--- config.mk ---
export PLATFORM = sky130hd
export DESIGN_NAME = npcs_dist
export DESIGN_NICKNAME = d
export VERILOG_FILES = /design/src/hw/rtl/npcs_pkg.sv /design/src/hw/rtl/npcs_dist.sv
export SDC_FILE = /design/constraint.sdc
export NUM_CORES = 1
export LEC_CHECK = 0
export BUFFER_PORTS_ARGS = -buffer_cell sky130_fd_sc_hd__buf_2
export CORE_MARGIN = 10
export CORE_UTILIZATION = 55
export DETAILED_ROUTE_END_ITERATION = 6
export GPL_TIMING_DRIVEN = 0
export PLACE_DENSITY = 0.87
export SLEW_MARGIN = 20
export SYNTH_ARGS = -nofsm -noshare
export SYNTH_HDL_FRONTEND = slang
export SYNTH_SLANG_ARGS = --single-unit
--- constraint.sdc ---
create_clock -name clk -period 13.5 [get_ports clk]
set_clock_uncertainty 0.1 [all_clocks]
set_input_delay 1.35 -clock clk [delete_from_list [all_inputs] [get_ports clk]]
set_output_delay 1.35 -clock clk [all_outputs]
set_load 0.02 [all_outputs]
--- src/hw/rtl/npcs_pkg.sv ---
package npcs_pkg;

  localparam int unsigned COLOR_W = 18;
  localparam int unsigned DIST_W  = 12;
  localparam int unsigned SQ_W    = 10;
  localparam int unsigned CHAN_SHIFT   = 3;
  localparam int unsigned A_SHIFT      = 5;
  localparam int unsigned ALPHA_LEVELS = 8;

  localparam logic CMD_WRITE = 1'b0;
  localparam logic CMD_QUERY = 1'b1;

  // stored palette word, alpha in the top bits
  typedef struct packed {
    logic [2:0] a;
    logic [4:0] b;
    logic [4:0] g;
    logic [4:0] r;
  } color_t;

  // per-channel squared differences, alpha already weighted
  typedef struct packed {
    logic [SQ_W-1:0] r;
    logic [SQ_W-1:0] g;
    logic [SQ_W-1:0] b;
    logic [SQ_W-1:0] a;
  } sq_t;

  function automatic color_t pack_color(input logic [7:0] red, input logic [7:0] green,
                                        input logic [7:0] blue, input logic [7:0] alpha);
    color_t c;
    c.r = 5'(red   >> CHAN_SHIFT);
    c.g = 5'(green >> CHAN_SHIFT);
    c.b = 5'(blue  >> CHAN_SHIFT);
    c.a = 3'(alpha >> A_SHIFT);
    return c;
  endfunction

endpackage

--- src/hw/rtl/npcs_dist.sv ---
module npcs_dist (
  input  logic              clk,
  input  npcs_pkg::color_t  entry,
  input  npcs_pkg::color_t  query,
  output npcs_pkg::sq_t     sq
);

  logic [4:0] dr, dg, db;
  logic [2:0] da;
  logic [4:0] wa;

  always_comb begin
    dr = (entry.r > query.r) ? entry.r - query.r : query.r - entry.r;
    dg = (entry.g > query.g) ? entry.g - query.g : query.g - entry.g;
    db = (entry.b > query.b) ? entry.b - query.b : query.b - entry.b;
    da = (entry.a > query.a) ? entry.a - query.a : query.a - entry.a;
    wa = {da, 2'b00};  // alpha weight of 4
  end

  always_ff @(posedge clk) begin
    sq.r <= npcs_pkg::SQ_W'(dr) * npcs_pkg::SQ_W'(dr);
    sq.g <= npcs_pkg::SQ_W'(dg) * npcs_pkg::SQ_W'(dg);
    sq.b <= npcs_pkg::SQ_W'(db) * npcs_pkg::SQ_W'(db);
    sq.a <= npcs_pkg::SQ_W'(wa) * npcs_pkg::SQ_W'(wa);
  end

endmodule

==> impl_metrics.py <==
metrics = {
    "logic_synthesis": {
        "synth_edf_count": 0,
        "synth_cell_types": 55,
        "synth_cells": 412,
        "synthArstFlopShare_pct": 0,
        "ys_ff_latch": 32,
        "yosysWarnings": 0,
        "syn_area_per_cell_um2": 8.73,
        "synthFlopType": "dfxtp_1",
        "seq_area_frac_synth_pct": 17.8,
        "synthesis.area_mm2": 0.00360,
    },
    "routing": {
        "avgRoutedWirePerCell_um": 12.9,
        "wl_mm": 7.37,
        "drt_iter0_markers": 81,
        "drc_errors": 0,
        "routed_via_density": 5.17,
        "via_count": 2958,
        "ant_nets": 0,
        "drt_pre_antenna_iters": 4,
    },
    "floorplanning": {
        "die_h_um": 101,
        "initial_core_util_pct": 56.6,
        "die_w_um": 101,
        "ios": 77,
        "core-area_mm2": 0.00635,
        "num_rows": 29,
        "die-area_mm2": 0.0102,
    },
    "global_route": {
        "grt_first_pass_wirelength_mm": 12.5,
        "grt_util_met1_pct": 15.9,
        "busiest_layer": "met2",
        "antenna_found_initial": 0,
        "grt_max_degree": 12,
        "use_met3_pct": 3.77,
        "grt_pass1_vias": 2982,
        "met2_usage_pct": 26.5,
        "grt_overflow": 0,
        "grt_usage_pct": 14.4,
    },
    "cells_and_area": {
        "n_antenna_cell": 0,
        "regMostFlops": "sq",
        "register_area_um2": 641,
        "synthToLayoutAreaGrowth_pct": 16.0,
        "largest_registers": "sq x32",
        "postLayoutCellArea_mm2": 0.00417,
        "nFillCells": 523,
        "multi_input_area_mm2": 0.00264,
        "drive_gt1_share_pct": 21.2,
        "final_nets": 612,
        "largest_reg_flops": 32,
    },
    "placement": {
        "numPortBuffers": 68,
        "dpl.hpwl_mm": 6.35,
        "place.gp.congestion": 0.881,
        "placed_area_mm2": 0.00406,
    },
    "critical_path": {
        "arrival_ps": 6140,
        "crit_path_start_kind": "input pin",
        "crit_fanout": 6,
        "cp.required_ps": 13610,
        "critPathCaptureType": "flip-flop",
        "critPathKind": "input pin to flip-flop",
    },
    "timing": {
        "worstMarginPinSlew_ps": 705,
        "period_share_pct": 44.6,
        "hold_violations": 0,
        "finalSetupViolCount": 0,
        "rsz0062_at_grt": "false",
        "drv_slew": 0,
        "fmax_ghz": 0.166,
        "fin_crit_ps": 6020,
        "tns_ps": 0,
        "maxSlewHeadroom_pct": 53.0,
    },
    "worst_hold_path": {
        "min_path_type": "input pin to flip-flop",
    },
    "outcome": {
        "status": "complete, no violations",
    },
    "clock_tree": {
        "cts_resized": 0,
        "post-cts-setup-buffer-count": 0,
        "htree_levels": 2,
        "numClockSinks": 32,
        "cts_buffer_depth": 2,
        "cts_root_buf": "clkbuf_8",
        "clk_pin_slew_worst_paths_ps": 70,
        "cts_tree": "done",
        "cts_buffers": 5,
        "hold_buffers": 0,
    },
    "power": {
        "leakage_nw": 2.39,
        "p_per_area_mw_per_mm2": 152,
        "total_power_w": 0.000634,
        "vdd_drop_max_mv": 0.126,
    },
    "flow_run": {
        "max_cap_viol_count": 0,
    },
}
-- kinds of logic (layout without fill, tap and decap cells) --
group / count (synthesis) / in the layout / synth area share (%)
AO/OA/AOI/OAI: 82 / 82 / 16.6
buffers and inverters: 80 / 156 / 9.39
other: 1 / 8 / 0.104
adder cells (fa/ha/maj): 81 / 81 / 31.9
XOR/XNOR: 26 / 26 / 6.33
multiplexers: 14 / 14 / 4.38
AND/OR/NAND/NOR: 96 / 96 / 13.4
flip-flops: 32 / 32 / 17.8
-- layout make-up --
class	instances	area share (%)
Clock buffer	5	1.65
Buffer	12	1.98
Tap cell	77	2.31
Timing Repair Buffer	68	8.16
Sequential cell	32	15.4
Clock inverter	3	1.02
Inverter	68	6.12
Multi-Input combinational cell	307	63.4
-- metal layers --
| metal | vias to the layer above | share of wire (%) | wire, um |
|---|---|---|---|
| li1 | 1520 | - | - |
| met1 | 1368 | 42 | 3060 |
| met2 | 64 | 52 | 3850 |
| met3 | 6 | 5.4 | 401 |
| met4 | 0 | 0.75 | 55 |
| met5 | - | 0 | 0 |
-- report_power, final --
part,switching [W],internal [W]
clock,0.0000381,0.0000546
sequential,0.00000957,0.000134
combinational,0.000238,0.000159
total,0.000286,0.000348
-- cell usage in the layout (no fill, tap or decap), types with 3 or more instances in the layout --
cell and instances:
nor2b_1 10, a21oi_1 26, nor3_1 9, o21bai_1 4, buf_2 70, fa_1 18
dfxtp_1 32, inv_1 68, conb_1 8, a211oi_1 3, and2_1 3, ha_1 63
xor2_1 10, nand2_1 11, nor2_1 43, clkbuf_8 5, buf_4 8, xnor2_1 16
o21ai_0 5, nand2b_1 8, mux2i_1 11, a21o_1 19
-- synth_stat cells (3+ instances only) --
master    count  share of area [%]
mux2i_1      11                3.1
dfxtp_1      32                 18
xor2_1       10                2.4
xnor2_1      16                3.9
a21oi_1      26                3.6
a211oi_1      3               0.63
nand2b_1      8                1.4
a21o_1       19                4.0
fa_1         18                 10
buf_4         8                1.7
ha_1         63                 22
nand2_1      11                1.1
nor3_1        9                1.3
inv_1        68                7.1
nor2b_1      10                1.7
nor2_1       43                4.5
o21bai_1      4               0.84
o21ai_0       5               0.70
and2_1        3               0.52
-- path summary, 6_finish.rpt --
check | from | slack [ps] | cells past startpoint | end
hold / removal | query[15] | 1330 | 3 | sq[4]
setup / recovery | entry[11] | 7480 | 19 | sq[18]
-- per-stage QoR --
step	setup WS (ps)	hold slack, ps	cells	utilization [%]
6_report	7480	1330	572	65.7
3_3_place_gp	7320	1640	564	63.9
3_5_place_dp	7220	1630	564	63.9
2_1_floorplan	7680	1500	419	-
4_1_cts	7480	1330	572	65.7
5_1_grt	7170	1340	572	65.7
-- worst max-delay path, stage by stage --
cell,delay (ps)
buf_2,120
inv_1,80
ha_1,330
nor2b_1,170
o21a_1,210
a2111oi_0,360
a211o_1,140
o21ai_0,210
or2_2,390
fa_1,540
fa_1,450
fa_1,560
inv_1,50
ha_1,330
a21o_1,220
a21oi_1,220
o21bai_1,90
a21oi_1,180
xnor2_1,140
Power figures use the tool's default switching activity.
